<file path="config.mk">
export PLATFORM = sky130hd
export DESIGN_NAME = buddy_block_allocator_flat
export DESIGN_NICKNAME = d
export VERILOG_FILES = /design/src/bba_pkg.sv /design/src/bba_req_if.sv /design/src/bba_rsp_if.sv /design/src/bba_ram.sv /design/src/bba_seq.sv /design/src/buddy_block_allocator.sv /design/src/flat_wrapper.sv
export SDC_FILE = /design/constraint.sdc
export NUM_CORES = 1
export LEC_CHECK = 0
export ABC_AREA = 0
export BUFFER_PORTS_ARGS = -buffer_cell sky130_fd_sc_hd__buf_2
export CAP_MARGIN = 20
export CORE_MARGIN = 10
export CORE_UTILIZATION = 60
export DETAILED_ROUTE_END_ITERATION = 7
export MAX_ROUTING_LAYER = met4
export PLACE_DENSITY = 0.77
export SYNTH_ARGS = -nofsm -noshare
export SYNTH_HDL_FRONTEND = slang
export SYNTH_SLANG_ARGS = --single-unit
</file>
<file path="constraint.sdc">
create_clock -name clk -period 46.8 [get_ports clk]
set_input_delay 11.7 -clock clk [delete_from_list [all_inputs] [get_ports clk]]
set_output_delay 11.7 -clock clk [all_outputs]
set_load 0.01 [all_outputs]
</file>
<file path="src/bba_pkg.sv">
// Shared types, codes and helpers for the buddy block allocator.
// Depends on nothing; the sequencer, the top level, the checker and the testbench import it.
`timescale 1ns / 1ps

package bba_pkg;

  // Default memory size in units.
  localparam int TOTAL_UNITS_DEF = 64;
  // Order and depth width, and compare width, both cover up to 1024 units.
  localparam int ORD_W = 4;
  localparam int CAP_W = 11;

  // Per-node state of the block tree.
  typedef enum logic [1:0] {
    NS_ABSENT = 2'd0,
    NS_FREE   = 2'd1,
    NS_ALLOC  = 2'd2,
    NS_SPLIT  = 2'd3
  } node_t;

  // Result status codes.
  typedef enum logic [2:0] {
    ST_GRANTED  = 3'd0,
    ST_NO_SPACE = 3'd1,
    ST_FREED    = 3'd2,
    ST_REJECTED = 3'd3,
    ST_BAD_SIZE = 3'd4
  } status_t;

  // Operation codes.
  localparam logic OP_ALLOC = 1'b0;
  localparam logic OP_FREE  = 1'b1;

  // Sequencer states.
  typedef enum logic [4:0] {
    S_CLEAR, S_IDLE,
    S_ARD, S_ACHK, S_BRD, S_BCHK,
    S_SPLIT_P, S_SPLIT_L, S_SPLIT_R, S_AMARK,
    S_FRD, S_FCHK,
    S_MFREE, S_MRD, S_MCHK, S_MABS_I, S_MABS_B,
    S_DONE
  } bba_state_t;

  typedef struct packed {
    logic       operation;
    logic [6:0] request_size;
    logic [5:0] free_address;
  } item_t;

  typedef struct packed {
    status_t    status;
    logic [5:0] block_address;
    logic [2:0] block_order;
    logic [5:0] unused_units;
  } rsp_t;

  // Handshake view of the sequencer for the top level.
  typedef struct packed {
    logic idle;
    logic done;
  } seq_stat_t;

  // Smallest order whose block holds req units.
  function automatic logic [ORD_W-1:0] ceil_log2(input logic [6:0] req);
    logic [ORD_W-1:0] ord;
    ord = '0;
    for (int k = 0; k < 7; k++) begin
      if ((8'(1) << ord) < {1'b0, req}) ord = ord + 1'b1;
    end
    return ord;
  endfunction

endpackage

</file>
<file path="src/bba_req_if.sv">
// Request channel interface: valid/ready handshake with the request fields.
// Standalone; used by the top level's input port.
`timescale 1ns / 1ps

interface bba_req_if;
  logic       valid;
  logic       ready;
  logic       operation;
  logic [6:0] request_size;
  logic [5:0] free_address;

  modport source (output valid, operation, request_size, free_address, input ready);
  modport sink   (input valid, operation, request_size, free_address, output ready);
endinterface

</file>
<file path="src/bba_rsp_if.sv">
// Result channel interface: valid/ready handshake with the result fields.
// Standalone; used by the top level's output port.
`timescale 1ns / 1ps

interface bba_rsp_if;
  logic       valid;
  logic       ready;
  logic [2:0] status;
  logic [5:0] block_address;
  logic [2:0] block_order;
  logic [5:0] unused_units;

  modport source (output valid, status, block_address, block_order, unused_units,
                  input ready);
  modport sink   (input valid, status, block_address, block_order, unused_units,
                  output ready);
endinterface

</file>
<file path="src/bba_ram.sv">
// Generic single-port-write, single-port-read RAM with registered read data.
// Standalone; holds the node tree of the allocator.
`timescale 1ns / 1ps

module bba_ram #(
  parameter int WIDTH = 2,
  parameter int DEPTH = 128
) (
  input  logic                     clk,
  input  logic                     we,
  input  logic [$clog2(DEPTH)-1:0] waddr,
  input  logic [WIDTH-1:0]         wdata,
  input  logic [$clog2(DEPTH)-1:0] raddr,
  output logic [WIDTH-1:0]         rdata
);

  logic [WIDTH-1:0] mem [DEPTH];

  // Write port and registered read port.
  always_ff @(posedge clk) begin
    if (we) mem[waddr] <= wdata;
    rdata <= mem[raddr];
  end

endmodule

</file>
<file path="src/bba_seq.sv">
// Sequencer of the allocator: walks the node tree one node at a time, with a read step and a check step per node.
// Depends on bba_pkg; drives the node RAM through its ports.
`timescale 1ns / 1ps

module bba_seq
  import bba_pkg::*;
#(
  parameter int TOTAL_UNITS = TOTAL_UNITS_DEF,
  localparam int TOP = $clog2(TOTAL_UNITS + 1) - 1,
  localparam int NW  = TOP + 1,
  localparam int AW  = TOP
) (
  input  logic          clk,
  input  logic          rst_n,
  input  logic          start,
  input  item_t         item,
  input  logic          rsp_free,
  output seq_stat_t     stat,
  output rsp_t          res,
  output logic          mem_we,
  output logic [NW-1:0] mem_waddr,
  output node_t         mem_wdata,
  output logic [NW-1:0] mem_raddr,
  input  node_t         mem_rdata
);

  bba_state_t       state_r, state_nxt;
  logic [NW-1:0]    node_r, node_nxt;
  logic [ORD_W-1:0] depth_r, depth_nxt;
  logic [ORD_W-1:0] dtgt_r, dtgt_nxt;
  logic [ORD_W-1:0] ord_r, ord_nxt;
  logic [6:0]       req_r, req_nxt;
  logic [5:0]       faddr_r, faddr_nxt;
  logic [NW-1:0]    best_r, best_nxt;
  logic [AW-1:0]    baddr_r, baddr_nxt;
  logic [ORD_W-1:0] bdepth_r, bdepth_nxt;
  logic             bok_r, bok_nxt;
  rsp_t             res_r, res_nxt;

  logic             eor;
  logic [AW-1:0]    cur_addr;
  logic [ORD_W-1:0] sh;
  logic [CAP_W-1:0] fa;
  logic             f_aligned;
  logic [NW-1:0]    fnode;
  logic [ORD_W-1:0] ord_in;
  logic             bad_size;
  logic             bad_addr;
  logic             take;
  logic [AW-1:0]    grant_addr;
  logic [7:0]       unused;

  // Shared address and shift arithmetic.
  always_comb begin
    eor        = (node_r & (node_r + NW'(1))) == '0;
    sh         = ORD_W'(TOP) - depth_r;
    cur_addr   = AW'(node_r - (NW'(1) << depth_r)) << sh;
    fa         = CAP_W'(faddr_r);
    f_aligned  = (fa & ((CAP_W'(1) << sh) - CAP_W'(1))) == '0;
    fnode      = (NW'(1) << depth_r) + NW'(fa >> sh);
    ord_in     = ceil_log2(item.request_size);
    bad_size   = (item.request_size == '0) ||
                 (CAP_W'(item.request_size) > (CAP_W'(1) << TOP));
    bad_addr   = (CAP_W'(item.free_address) >> TOP) != '0;
    take       = (mem_rdata == NS_FREE) && (!bok_r || (cur_addr < baddr_r));
    grant_addr = AW'(node_r - (NW'(1) << dtgt_r)) << ord_r;
    unused     = (8'(1) << ord_r) - {1'b0, req_r};
  end

  // State and datapath registers.
  always_ff @(posedge clk) begin
    if (!rst_n) begin
      state_r <= S_CLEAR;
      node_r  <= '0;
      bok_r   <= 1'b0;
    end else begin
      state_r <= state_nxt;
      node_r  <= node_nxt;
      bok_r   <= bok_nxt;
    end
    depth_r  <= depth_nxt;
    dtgt_r   <= dtgt_nxt;
    ord_r    <= ord_nxt;
    req_r    <= req_nxt;
    faddr_r  <= faddr_nxt;
    best_r   <= best_nxt;
    baddr_r  <= baddr_nxt;
    bdepth_r <= bdepth_nxt;
    res_r    <= res_nxt;
  end

  // Next state, datapath updates and node RAM accesses.
  always_comb begin
    state_nxt  = state_r;
    node_nxt   = node_r;
    depth_nxt  = depth_r;
    dtgt_nxt   = dtgt_r;
    ord_nxt    = ord_r;
    req_nxt    = req_r;
    faddr_nxt  = faddr_r;
    best_nxt   = best_r;
    baddr_nxt  = baddr_r;
    bdepth_nxt = bdepth_r;
    bok_nxt    = bok_r;
    res_nxt    = res_r;
    mem_we     = 1'b0;
    mem_waddr  = node_r;
    mem_wdata  = NS_ABSENT;
    mem_raddr  = node_r;
    stat.idle  = 1'b0;
    stat.done  = 1'b0;

    case (state_r)
      // Sweep the tree after reset: root free, all others absent.
      S_CLEAR: begin
        mem_we    = 1'b1;
        mem_wdata = (node_r == NW'(1)) ? NS_FREE : NS_ABSENT;
        node_nxt  = node_r + NW'(1);
        if (node_r == '1) state_nxt = S_IDLE;
      end
      S_IDLE: begin
        stat.idle = 1'b1;
        res_nxt   = '{status: ST_GRANTED, default: '0};
        req_nxt   = item.request_size;
        faddr_nxt = item.free_address;
        ord_nxt   = ord_in;
        dtgt_nxt  = ORD_W'(TOP) - ord_in;
        depth_nxt = '0;
        if (start) begin
          if (item.operation == OP_ALLOC) begin
            if (bad_size) begin
              res_nxt.status = ST_BAD_SIZE;
              state_nxt      = S_DONE;
            end else begin
              node_nxt  = NW'(1) << (ORD_W'(TOP) - ord_in);
              state_nxt = S_ARD;
            end
          end else begin
            if (bad_addr) begin
              res_nxt.status = ST_REJECTED;
              state_nxt      = S_DONE;
            end else begin
              state_nxt = S_FRD;
            end
          end
        end
      end
      // Look for a free block of exactly the wanted size.
      S_ARD: state_nxt = S_ACHK;
      S_ACHK: begin
        if (mem_rdata == NS_FREE) begin
          state_nxt = S_AMARK;
        end else if (eor) begin
          if (dtgt_r == '0) begin
            res_nxt.status = ST_NO_SPACE;
            state_nxt      = S_DONE;
          end else begin
            node_nxt  = NW'(1);
            depth_nxt = '0;
            bok_nxt   = 1'b0;
            state_nxt = S_BRD;
          end
        end else begin
          node_nxt  = node_r + NW'(1);
          state_nxt = S_ARD;
        end
      end
      // Look for the lowest-address larger free block.
      S_BRD: state_nxt = S_BCHK;
      S_BCHK: begin
        if (take) begin
          best_nxt   = node_r;
          baddr_nxt  = cur_addr;
          bdepth_nxt = depth_r;
          bok_nxt    = 1'b1;
        end
        if (eor && (depth_r + ORD_W'(1) == dtgt_r)) begin
          if (bok_r || take) begin
            node_nxt  = take ? node_r : best_r;
            depth_nxt = take ? depth_r : bdepth_r;
            state_nxt = S_SPLIT_P;
          end else begin
            res_nxt.status = ST_NO_SPACE;
            state_nxt      = S_DONE;
          end
        end else begin
          node_nxt  = node_r + NW'(1);
          if (eor) depth_nxt = depth_r + ORD_W'(1);
          state_nxt = S_BRD;
        end
      end
      // Halve the block, keeping the left half.
      S_SPLIT_P: begin
        mem_we    = 1'b1;
        mem_wdata = NS_SPLIT;
        state_nxt = S_SPLIT_L;
      end
      S_SPLIT_L: begin
        mem_we    = 1'b1;
        mem_waddr = node_r << 1;
        mem_wdata = NS_FREE;
        state_nxt = S_SPLIT_R;
      end
      S_SPLIT_R: begin
        mem_we    = 1'b1;
        mem_waddr = (node_r << 1) | NW'(1);
        mem_wdata = NS_FREE;
        node_nxt  = node_r << 1;
        depth_nxt = depth_r + ORD_W'(1);
        state_nxt = (depth_r + ORD_W'(1) == dtgt_r) ? S_AMARK : S_SPLIT_P;
      end
      S_AMARK: begin
        mem_we                = 1'b1;
        mem_wdata             = NS_ALLOC;
        res_nxt.status        = ST_GRANTED;
        res_nxt.block_address = 6'(grant_addr);
        res_nxt.block_order   = 3'(ord_r);
        res_nxt.unused_units  = 6'(unused);
        state_nxt             = S_DONE;
      end
      // Find the allocated block that starts at the given address.
      S_FRD: begin
        mem_raddr = fnode;
        state_nxt = S_FCHK;
      end
      S_FCHK: begin
        if (f_aligned && (mem_rdata == NS_ALLOC)) begin
          res_nxt.status        = ST_FREED;
          res_nxt.block_address = faddr_r;
          res_nxt.block_order   = 3'(sh);
          node_nxt              = fnode;
          state_nxt             = S_MFREE;
        end else if (depth_r == ORD_W'(TOP)) begin
          res_nxt.status = ST_REJECTED;
          state_nxt      = S_DONE;
        end else begin
          depth_nxt = depth_r + ORD_W'(1);
          state_nxt = S_FRD;
        end
      end
      // Free the node, then merge with a free buddy going upward.
      S_MFREE: begin
        mem_we    = 1'b1;
        mem_wdata = NS_FREE;
        state_nxt = (node_r == NW'(1)) ? S_DONE : S_MRD;
      end
      S_MRD: begin
        mem_raddr = node_r ^ NW'(1);
        state_nxt = S_MCHK;
      end
      S_MCHK: state_nxt = (mem_rdata == NS_FREE) ? S_MABS_I : S_DONE;
      S_MABS_I: begin
        mem_we    = 1'b1;
        state_nxt = S_MABS_B;
      end
      S_MABS_B: begin
        mem_we    = 1'b1;
        mem_waddr = node_r ^ NW'(1);
        node_nxt  = node_r >> 1;
        state_nxt = S_MFREE;
      end
      // Hand the result over once the output register is free.
      S_DONE: begin
        if (rsp_free) begin
          stat.done = 1'b1;
          state_nxt = S_IDLE;
        end
      end
      default: state_nxt = S_IDLE;
    endcase
  end

  assign res = res_r;

endmodule

</file>
<file path="src/buddy_block_allocator.sv">
// Buddy block allocator over a tree of per-node states. Request channel in,
// result channel out, one transaction each way per request.
//
// Usage: each request transaction allocates (rounded up to a power of two)
// or frees a block and yields exactly one result transaction. The block
// takes a request only when its sequencer is idle; in_if.ready shows that.
// The node tree sits in a RAM with one write and one registered read port,
// and every node visit takes a read step and then a check step, so the RAM
// port sets the time per request. An allocate scans for an exact-size
// block, else for the lowest-address larger one, then splits it down level
// by level. A free looks for the block level by level, then merges with
// free buddies level by level. Results sit in an output register, so a new
// request is taken while a result still waits; a stalled receiver holds
// the sequencer in its final step until the register empties.
// After reset the sequencer sweeps the whole node RAM to mark the root
// free; no request is taken during the sweep.
// Depends on bba_pkg, bba_req_if, bba_rsp_if, bba_ram and bba_seq.
`timescale 1ns / 1ps

module buddy_block_allocator
  import bba_pkg::*;
#(
  parameter int TOTAL_UNITS = TOTAL_UNITS_DEF
) (
  input logic     clk,
  input logic     rst_n,
  bba_req_if.sink   in_if,
  bba_rsp_if.source out_if
);

  localparam int TOP = $clog2(TOTAL_UNITS + 1) - 1;
  localparam int NW  = TOP + 1;

  seq_stat_t     stat;
  rsp_t          res;
  item_t         item;
  logic          start;
  logic          rsp_free;
  logic          mem_we;
  logic [NW-1:0] mem_waddr;
  node_t         mem_wdata;
  logic [NW-1:0] mem_raddr;
  logic [1:0]    mem_rdata;
  logic          out_valid_r;
  rsp_t          out_data_r;

  assign item     = '{operation: in_if.operation, request_size: in_if.request_size,
                      free_address: in_if.free_address};
  assign start    = in_if.valid && stat.idle;
  assign rsp_free = !out_valid_r || out_if.ready;
  assign in_if.ready = stat.idle;

  bba_seq #(.TOTAL_UNITS(TOTAL_UNITS)) u_seq (
    .clk       (clk),
    .rst_n     (rst_n),
    .start     (start),
    .item      (item),
    .rsp_free  (rsp_free),
    .stat      (stat),
    .res       (res),
    .mem_we    (mem_we),
    .mem_waddr (mem_waddr),
    .mem_wdata (mem_wdata),
    .mem_raddr (mem_raddr),
    .mem_rdata (node_t'(mem_rdata))
  );

  bba_ram #(.WIDTH(2), .DEPTH(2 ** NW)) u_ram (
    .clk   (clk),
    .we    (mem_we),
    .waddr (mem_waddr),
    .wdata (2'(mem_wdata)),
    .raddr (mem_raddr),
    .rdata (mem_rdata)
  );

  // Output register: loads a finished result, empties when taken.
  always_ff @(posedge clk) begin
    if (!rst_n) begin
      out_valid_r <= 1'b0;
    end else if (stat.done) begin
      out_valid_r <= 1'b1;
    end else if (out_if.ready) begin
      out_valid_r <= 1'b0;
    end
    if (stat.done) out_data_r <= res;
  end

  assign out_if.valid         = out_valid_r;
  assign out_if.status        = 3'(out_data_r.status);
  assign out_if.block_address = out_data_r.block_address;
  assign out_if.block_order   = out_data_r.block_order;
  assign out_if.unused_units  = out_data_r.unused_units;

endmodule

</file>
<file path="src/flat_wrapper.sv">
// flat-port wrapper written by rule: the top's interface ports become plain ports
module buddy_block_allocator_flat import bba_pkg::*;
#(
  parameter int TOTAL_UNITS = TOTAL_UNITS_DEF
)
  (clk, rst_n, in_if_valid, in_if_operation, in_if_request_size, in_if_free_address, in_if_ready, out_if_valid, out_if_status, out_if_block_address, out_if_block_order, out_if_unused_units, out_if_ready);
  bba_req_if in_if_i ();
  bba_rsp_if out_if_i ();
  input logic clk;
  input logic rst_n;
  input wire logic [$bits(in_if_i.valid)-1:0] in_if_valid;
  input wire logic [$bits(in_if_i.operation)-1:0] in_if_operation;
  input wire logic [$bits(in_if_i.request_size)-1:0] in_if_request_size;
  input wire logic [$bits(in_if_i.free_address)-1:0] in_if_free_address;
  output wire logic [$bits(in_if_i.ready)-1:0] in_if_ready;
  output wire logic [$bits(out_if_i.valid)-1:0] out_if_valid;
  output wire logic [$bits(out_if_i.status)-1:0] out_if_status;
  output wire logic [$bits(out_if_i.block_address)-1:0] out_if_block_address;
  output wire logic [$bits(out_if_i.block_order)-1:0] out_if_block_order;
  output wire logic [$bits(out_if_i.unused_units)-1:0] out_if_unused_units;
  input wire logic [$bits(out_if_i.ready)-1:0] out_if_ready;
  assign in_if_i.valid = in_if_valid;
  assign in_if_i.operation = in_if_operation;
  assign in_if_i.request_size = in_if_request_size;
  assign in_if_i.free_address = in_if_free_address;
  assign in_if_ready = in_if_i.ready;
  assign out_if_valid = out_if_i.valid;
  assign out_if_status = out_if_i.status;
  assign out_if_block_address = out_if_i.block_address;
  assign out_if_block_order = out_if_i.block_order;
  assign out_if_unused_units = out_if_i.unused_units;
  assign out_if_i.ready = out_if_ready;
  buddy_block_allocator #(.TOTAL_UNITS(TOTAL_UNITS)) u_core (.clk(clk), .rst_n(rst_n), .in_if(in_if_i), .out_if(out_if_i));
endmodule
</file>
==> impl_metrics.py, run 1 <==
metrics = {
    "status": {
        "outcome": "completed",
    },
    "placed_design": {
        "gp_congestion": 0.981,
        "portBuffers": 37,
        "dp_cells": 2166,
        "post-dp-hpwl_mm": 29.7,
        "dp_slack_ns": 21.22,
    },
    "sta": {
        "grt_setup_unrepaired": "no",
        "slew_headroom_pct": 23.1,
        "finalCritPeriodShare_pct": 53.8,
        "max_slew.worst_pin.slew_ns": 1.15,
        "hold_violations": 0,
        "finalClockSkew_ns": 0.0262,
        "finalWorstSetupSlack_ns": 21.64,
        "slew_violations": 0,
        "fmax_mhz": 39.7,
        "setup_tns_ns": 0,
        "fin_crit_ns": 25.16,
        "setup_viol": 0,
    },
    "clock_tree": {
        "cts_max_level": 2,
        "cts-resized-gates": 0,
        "clock_sinks": 348,
        "cts_root_buf": "clkbuf_16",
        "insertion_delay_ns": 0.54,
        "cts.clk_slew.worst_paths_ns": 0.06,
        "cts_setup_buffers": 0,
        "ctsHoldBuffers": 0,
        "cts_buffer_depth": 3,
        "cts_made_buffers": 37,
        "tritoncts": "yes",
    },
    "global_route": {
        "grt_first_pass_wirelength_mm": 71.7,
        "grt_max_degree": 105,
        "antenna_found_initial": 0,
        "grt_pass1_vias": 13900,
        "grt-ovfl-total": 0,
        "grt_use_total_pct": 23.4,
    },
    "synth": {
        "ys_ff_latch": 348,
        "synth-main-ff-cell": "edfxtp_1",
        "synthArstFlopShare_pct": 0,
        "avgSynthCellArea_um2": 10.6,
        "syn_nets": 1934,
        "synth_warnings": 0,
        "synth_edf_count": 332,
        "synth_seq_area_share_pct": 53.5,
        "synth_cell_types": 81,
        "synth_area_um2": 19200,
        "syn_inst": 1813,
    },
    "setup_path": {
        "critPathSlowestCell": "or4_1",
        "cp-end-kind": "register",
        "arrival_ns": 25.57,
        "critPathRequiredTime_ns": 47.21,
        "start_kind": "input pin",
        "critPathMaxFanout": 7,
        "r2r_slack_ns": 40.02,
        "max_stage_delay_ns": 0.54,
        "path_common_cell": "ha_1",
        "path_class": "input pin to register",
    },
    "layout": {
        "fillers": 2435,
        "final_cell_mix": "332 x edfxtp_1, 225 x nor2_1, 224 x nand2_1",
        "diodes": 0,
        "drive_gt1_share_pct": 9.05,
        "final_common_cell": "edfxtp_1",
        "areaGrowthSynthToFinish_pct": 8.65,
        "nets": 1926,
        "final_cell_count_no_fill": 2236,
    },
    "floorplan": {
        "die_y_um": 199,
        "dieArea_um2": 39600,
        "die_width_um": 199,
        "core_um2": 31600,
        "floorplan.initialDensity_pct": 60.9,
        "io_pins": 38,
        "num_rows": 65,
    },
    "pwr": {
        "power.density_nw_per_um2": 36.6,
        "vdd_drop_max_mv": 0.0210,
        "power_uw": 763,
        "p_leak_uw": 0.00741,
    },
    "detailed_routing": {
        "drc_errors": 0,
        "vias": 14200,
        "vias_per_cell": 6.34,
        "drt_iter0_markers": 1523,
        "wl_per_cell_um": 20.5,
        "first_pass_iters": 5,
        "postRouteAntennaNets": 0,
        "drt_wl_total_mm": 45.8,
    },
    "min_path": {
        "min_path_type": "register to register",
    },
    "run": {
        "maxCapViolations": 0,
    },
}
flip-flops by register name, indices dropped and copies added (netlist names), 6 cells and up:
name	flops
u_core.u_seq.res	18
u_core.u_seq.best_r	7
u_core.u_ram.mem	256
u_core.out_if.unused_units	6
u_core.u_seq.req_r	6
u_core.out_if.block_address	6
u_core.u_seq.faddr_r	6
u_core.u_seq.node_r	7
u_core.u_seq.baddr_r	6
cell families (layout without fill, tap and decap cells):
family	count (synthesis)	in the layout	synth area share, %
simple gates	700	700	16.9
compound gates	423	423	15.8
flops	348	348	53.5
buf+inv	175	196	3.46
fa+ha+maj	103	103	6.86
xor+xnor	38	38	1.81
mux	26	26	1.59
worst max-delay path, delay by kind of cell:
kind / cells / cell delay [ns]
XOR/XNOR: 3 / 0.84
AND/OR/NAND/NOR: 17 / 3.11
buffers and inverters: 7 / 0.86
AO/OA/AOI/OAI: 23 / 5.35
adder cells (fa/ha/maj): 14 / 3.69
area by class of cell:
type	count	area (um2)	area share [%]
Clock inverter	20	133	0.635
Multi-Input combinational cell	1290	8340	39.9
Sequential cell	348	10300	49.3
Clock buffer	48	988	4.73
Timing Repair Buffer	61	378	1.81
Tap cell	402	503	2.41
Inverter	67	251	1.20
through the flow:
stage / instance area (um2) / hold slack (ns) / utilization, %
floorplan: 19200 / 0.400 / -
global placement: 19700 / 0.405 / 62.5
detailed placement: 19700 / 0.405 / 62.5
CTS: 20900 / 0.414 / 66.1
global route: 20900 / 0.420 / 66.2
finish: 20900 / 0.412 / 66.2
layer usage:
metal | wire (um) | vias up | GRT usage (%) | part of all wire, %
met5 | 0 | - | - | 0
met2 | 21500 | 597 | 37.1 | 47
met4 | 1500 | 0 | 8.56 | 3.3
li1 | - | 6670 | - | -
met3 | 4040 | 118 | 4.78 | 8.8
met1 | 18700 | 6784 | 29.4 | 41
power breakdown:
| part | switching [uW] | total (uW) | internal (uW) |
|---|---|---|---|
| registers | 1.65 | 349 | 347 |
| logic | 95.5 | 146 | 50.1 |
| clock network | 118 | 269 | 151 |
path summary, 6_finish.rpt:
kind	start	to	cells after the start
worst max-delay path	in_if_request_size[5]	u_core.u_seq.node_r[0]	64
worst min-delay path	u_core.u_seq.res[8]	u_core.out_if.block_order[2]	0
worst max register to register	u_core.u_seq.depth_r[0]	u_core.u_ram.rdata[1]	18
worst min register to register	u_core.u_seq.res[8]	u_core.out_if.block_order[2]	0
Yosys cell counts (8+ instances only):
| library cell | instances | area share (%) |
|---|---|---|
| a211oi_1 | 95 | 3.7 |
| a21o_1 | 22 | 0.86 |
| a21oi_1 | 72 | 1.9 |
| a221oi_1 | 8 | 0.36 |
| a22o_1 | 9 | 0.41 |
| a311oi_1 | 38 | 1.7 |
| a31oi_1 | 37 | 1.2 |
| and2_1 | 85 | 2.8 |
| and3_1 | 14 | 0.46 |
| buf_1 | 12 | 0.23 |
| clkbuf_1 | 95 | 1.9 |
| dfxtp_1 | 16 | 1.7 |
| edfxtp_1 | 332 | 52 |
| ha_1 | 99 | 6.4 |
| inv_1 | 62 | 1.2 |
| mux2_2 | 16 | 0.94 |
| mux2i_1 | 8 | 0.42 |
| nand2_1 | 224 | 4.4 |
| nand2b_1 | 29 | 0.94 |
| nand3_1 | 36 | 0.94 |
| nor2_1 | 226 | 4.4 |
| nor2b_1 | 14 | 0.46 |
| nor3_1 | 21 | 0.55 |
| o211ai_1 | 9 | 0.35 |
| o21ai_0 | 45 | 1.2 |
| o22ai_1 | 8 | 0.26 |
| o31ai_1 | 14 | 0.55 |
| or2_2 | 8 | 0.26 |
| xnor2_1 | 22 | 1.0 |
| xor2_1 | 14 | 0.64 |
No activity file was read; power rests on OpenSTA's default activity.
==> inputs of run 2 (changes only) <==
Settings changed: CORE_UTILIZATION 60 to 57, PLACE_DENSITY 0.77 to 0.76.
Clock period 46.8 ns to 22.1 ns, I/O delays scaled along.
==> run 2 against run 1 <==
Via count rose by 0.54%; sequential share of layout area decreased by 0.34 points; clock skew up 0.0042 ns.
==> impl_metrics.py, run 2 (synthesis gave the netlist of run 1 again) <==
metrics = {
    "status": {
        "outcome": "completed",
    },
    "setup_path": {
        "start_kind": "input pin",
        "path_class": "input pin to register",
        "crit_start": "in_if_request_size[5]",
        "r2r_slack_ns": 15.17,
        "arrival_ns": 19.14,
        "critPathSlowestCell": "or4_1",
        "cp-end-kind": "register",
        "reg2reg_from": "u_core.u_seq.depth_r[0]",
        "critPathRequiredTime_ns": 22.53,
        "ff2ff_path_depth": 18,
        "critPathMaxFanout": 7,
        "path_common_cell": "ha_1",
        "r2r-end": "u_core.u_ram.rdata[1]",
        "endpoint": "u_core.u_seq.node_r[0]",
        "max_stage_delay_ns": 0.54,
    },
    "floorplan": {
        "core_um2": 33400,
        "floorplan.initialDensity_pct": 57.6,
        "die_y_um": 204,
        "dieArea_um2": 41500,
        "num_rows": 67,
        "io_pins": 38,
        "die_width_um": 204,
    },
    "global_route": {
        "grt-ovfl-total": 0,
        "grt_first_pass_wirelength_mm": 72.4,
        "grt_max_degree": 105,
        "grt_use_total_pct": 22.4,
        "grt_pass1_vias": 13500,
        "antenna_found_initial": 0,
    },
    "clock_tree": {
        "tritoncts": "yes",
        "ctsHoldBuffers": 0,
        "cts_buffer_depth": 3,
        "cts-resized-gates": 0,
        "cts_max_level": 2,
        "clock_sinks": 348,
        "cts.clk_slew.worst_paths_ns": 0.06,
        "cts_setup_buffers": 0,
        "cts_made_buffers": 37,
        "insertion_delay_ns": 0.55,
        "cts_root_buf": "clkbuf_16",
    },
    "layout": {
        "fillers": 2671,
        "drive_gt1_share_pct": 9.05,
        "top_register": "u_core.u_ram.mem",
        "final_common_cell": "edfxtp_1",
        "final_cell_area_um2": 21000,
        "nets": 1927,
        "largest_reg_flops": 256,
        "areaGrowthSynthToFinish_pct": 9.40,
        "final_cell_mix": "332 x edfxtp_1, 225 x nor2_1, 224 x nand2_1",
        "diodes": 0,
        "final_util_pct": 63.0,
    },
    "sta": {
        "finalCritPeriodShare_pct": 84.6,
        "finalClockSkew_ns": 0.0305,
        "fmax_mhz": 53.5,
        "grt_setup_unrepaired": "no",
        "setup_viol": 0,
        "slew_headroom_pct": 23.4,
        "max_slew.worst_pin.slew_ns": 1.15,
        "finalWorstSetupSlack_ns": 3.40,
        "hold_violations": 0,
        "slew_violations": 0,
        "fin_crit_ns": 18.70,
        "setup_tns_ns": 0,
    },
    "detailed_routing": {
        "drc_errors": 0,
        "vias_per_cell": 6.24,
        "vias": 14200,
        "first_pass_iters": 6,
        "postRouteAntennaNets": 0,
        "wl_per_cell_um": 20.4,
        "drt_wl_total_mm": 46.5,
        "drt_iter0_markers": 1446,
    },
    "placed_design": {
        "gp_congestion": 0.950,
        "post-dp-hpwl_mm": 29.9,
        "dp_slack_ns": 2.82,
        "portBuffers": 37,
        "place_area_um2": 19800,
    },
    "pwr": {
        "power.density_nw_per_um2": 78.8,
        "power_uw": 1660,
        "p_leak_uw": 0.00749,
        "vdd_drop_max_mv": 0.0512,
    },
    "min_path": {
        "min_path_type": "register to register",
    },
    "run": {
        "maxCapViolations": 0,
    },
}
[run 2: cell types whose count changed in the layout (fill, tap and decap cells not counted), sizes merged]
cell	previous run	this run
clkbuf	48	53
clkinv	18	13
bufinv	0	3
inv	67	65
[run 2: final cells by class]
cell class | count | area, um2 | share of cell area, %
flip-flops and latches | 348 | 10300 | 48.9
multi-input cells | 1290 | 8340 | 39.6
clock buffers | 52 | 1010 | 4.82
well taps | 448 | 561 | 2.67
repair buffers | 62 | 389 | 1.85
inverters | 67 | 251 | 1.20
clock inverters | 16 | 183 | 0.869
[run 2: worst min-delay path by stage]
stage | start | end | slack (ns) | cells past startpoint
2_1_floorplan | u_core.u_seq.res[9] | u_core.out_if.block_address[0] | 0.40 | 0
3_3_place_gp | u_core.u_seq.res[4] | u_core.out_if.unused_units[4] | 0.40 | 0
3_5_place_dp | u_core.u_seq.res[11] | u_core.out_if.block_address[2] | 0.41 | 0
4_1_cts | u_core.u_seq.res[11] | u_core.out_if.block_address[2] | 0.42 | 0
5_1_grt | u_core.u_seq.res[11] | u_core.out_if.block_address[2] | 0.42 | 0
6_report | u_core.u_seq.res[11] | u_core.out_if.block_address[2] | 0.42 | 0
[run 2: power by group]
group	total, uW	internal, uW	switching [uW]
logic	307	105	201
clock network	614	359	255
registers	737	735	2.63
total	1660	1200	459
[run 2: metal layers]
metal  vias up  share of wire, %  global-route usage, %
li1       6662                 -                      -
met5         -                 0                      -
met2       539                48                   36.4
met1      6959                42                   29.0
met3        86               7.1                   3.09
met4         0               2.5                   6.50
[run 2: metrics by stage]
stage | instances | hold WS, ns
final | 2283 | 0.421
after global routing | 2283 | 0.422
after CTS | 2280 | 0.422
after detailed placement | 2212 | 0.408
after global placement | 2212 | 0.404
after floorplan | 1813 | 0.400
[run 2: critical path, delay by kind of cell]
kind            cells  cell delay, ns
xor+xnor            4            1.13
buf+inv             8            1.02
simple gates       17            3.01
fa+ha+maj          14            3.63
compound gates     22            4.83
==> inputs of run 3 (changes only) <==
Clock period 22.1 ns to 16.93 ns, I/O delays scaled along.
==> run 3 against run 2 <==
Clock power increased by 33%; sequential power increased by 31%; clock skew decreased by 0.00076 ns; register-to-register slack got worse by 5.2 ns; combinational power increased by 51%; global-route usage increased by 0.12 points; final area increased by 0.97%.
==> impl_metrics.py, run 3 (synthesis gave the netlist of run 1 again) <==
metrics = {
    "clock_tree": {
        "clock_sinks": 348,
        "insertion_delay_ns": 0.55,
        "tritoncts": "yes",
        "cts_buffer_depth": 3,
        "ctsHoldBuffers": 0,
        "cts_max_level": 2,
        "cts_made_buffers": 37,
        "cts_root_buf": "clkbuf_16",
        "cts.clk_slew.worst_paths_ns": 0.06,
    },
    "pwr": {
        "p_sw_share_pct": 27.4,
        "p_seq_share_pct": 42.9,
        "power.density_nw_per_um2": 106,
        "p_leak_uw": 0.00758,
        "vdd_drop_max_mv": 0.0967,
        "p_comb_share_pct": 20.6,
        "pwr-share-clk_pct": 36.4,
        "power.internal_uw": 1630,
        "p_sw_uw": 614,
    },
    "layout": {
        "final_cell_count_no_fill": 2291,
        "fillers": 2653,
        "nets": 1939,
        "final_cell_mix": "332 x edfxtp_1, 223 x nor2_1, 223 x nand2_1",
        "areaGrowthSynthToFinish_pct": 10.5,
        "multi_input_area_um2": 8410,
        "drive_gt1_share_pct": 10.4,
        "final_util_pct": 63.6,
        "final-seq-area_um2": 10300,
        "final_common_cell": "edfxtp_1",
        "largest_reg_flops": 256,
        "top_register": "u_core.u_ram.mem",
        "diodes": 0,
    },
    "sta": {
        "hold_ws_ns": 0.415,
        "hold_violations": 0,
        "finalWorstSetupSlack_ns": 0.813,
        "setup_viol": 0,
        "finalClockSkew_ns": 0.0297,
        "slew_headroom_pct": 22.8,
        "fmax_mhz": 62.0,
        "fin_crit_ns": 16.12,
        "max_slew.worst_pin.slew_ns": 1.16,
        "slew_violations": 0,
        "finalCritPeriodShare_pct": 95.2,
    },
    "detailed_routing": {
        "first_pass_iters": 6,
        "vias_per_cell": 6.31,
        "wl_per_cell_um": 20.5,
        "postRouteAntennaNets": 0,
        "drc_errors": 0,
        "vias": 14500,
        "drt_wl_total_mm": 47.0,
        "drt_iter0_markers": 1308,
    },
    "min_path": {
        "min_path_cells": 0,
        "hold-path-endpoint": "u_core.out_if.block_address[5]",
        "min_path_type": "register to register",
        "hold_start": "u_core.u_seq.res[14]",
    },
    "setup_path": {
        "max_stage_delay_ns": 0.56,
        "r2r-end": "u_core.u_ram.rdata[0]",
        "path_class": "input pin to register",
        "start_kind": "input pin",
        "cp-end-kind": "register",
        "r2r_slack_ns": 9.94,
        "critPathSlowestCell": "or4_1",
        "critPathRequiredTime_ns": 17.36,
        "critPathMaxFanout": 6,
        "arrival_ns": 16.55,
        "ff2ff_path_depth": 17,
        "path_common_cell": "ha_1",
        "reg2reg_from": "u_core.u_seq.depth_r[0]",
    },
    "floorplan": {
        "die_y_um": 204,
        "dieArea_um2": 41500,
        "io_pins": 38,
        "die_width_um": 204,
        "floorplan.initialDensity_pct": 57.6,
        "core_um2": 33400,
        "num_rows": 67,
    },
    "global_route": {
        "grt-ovfl-total": 0,
        "grt_first_pass_wirelength_mm": 73.4,
        "grt_pass1_vias": 13900,
        "grt_max_degree": 107,
        "grt_use_total_pct": 22.6,
        "antenna_found_initial": 0,
    },
    "status": {
        "outcome": "completed",
    },
    "run": {
        "maxCapViolations": 0,
    },
    "placed_design": {
        "post-dp-hpwl_mm": 30.2,
        "dp_cells": 2223,
        "dp_slack_ns": -0.429,
        "gp_congestion": 0.953,
        "portBuffers": 37,
    },
}
==> run 3: final cells by class <==
| type | instances | area share [%] |
|---|---|---|
| flip-flops and latches | 348 | 48.5 |
| multi-input cells | 1290 | 39.6 |
| clock buffers | 47 | 4.64 |
| well taps | 448 | 2.64 |
| repair buffers | 74 | 2.33 |
| inverters | 67 | 1.18 |
| clock inverters | 17 | 1.10 |
==> run 3: stage by stage <==
stage / area (um2) / total power, uW / TNS (ns)
after floorplan: 19200 / 1280 / 0
after global routing: 21200 / 2330 / -0.0461
final: 21200 / 2240 / 0
after global placement: 19900 / 1400 / -0.0341
after CTS: 21100 / 2220 / 0
after detailed placement: 19900 / 1410 / -2.86
==> run 3: repair_timing <==
action                     CTS  global route
gates resized for setup      0            21
setup endpoints to repair    0            14
buffers inserted             0             2
==> run 3: power by group through the flow <==
stage          Combinational (uW)  Sequential (uW)  Clock (uW)
6_report                      463              962         817
5_1_grt                       509              962         858
4_1_cts                       433              962         826
3_5_place_dp                  431              980           0
3_3_place_gp                  419              980           0
2_1_floorplan                 296              981           0
==> run 3: worst max path at each step <==
stage / from / end / slack [ns] / cells past startpoint
after global placement: in_if_request_size[5] / u_core.u_seq.node_r[0] / -0.03 / 64
final: in_if_request_size[5] / u_core.u_seq.node_r[0] / 0.81 / 62
after floorplan: in_if_request_size[5] / u_core.u_seq.node_r[0] / 0.55 / 63
after CTS: in_if_request_size[5] / u_core.u_seq.node_r[0] / 0.09 / 64
after detailed placement: in_if_request_size[5] / u_core.u_seq.node_r[0] / -0.43 / 64
after global routing: in_if_request_size[5] / u_core.u_seq.node_r[0] / -0.02 / 64
==> run 3: worst max-delay path, delay by kind of cell <==
kind | cells | cell delay, ns
AO/OA/AOI/OAI | 21 | 4.07
buffers and inverters | 6 | 0.63
multiplexers | 2 | 0.60
adder cells (fa/ha/maj) | 14 | 3.54
XOR/XNOR | 3 | 0.46
AND/OR/NAND/NOR | 16 | 3.01
==> run 3: layer usage <==
layer  vias to the layer above  wire length [um]  GRT usage [%]
li1                       6713                 -              -
met1                      7056             19400           28.6
met2                       591             22900           36.9
met3                        90              3470           3.01
met4                         0              1240           7.25
met5                         -                 0              -
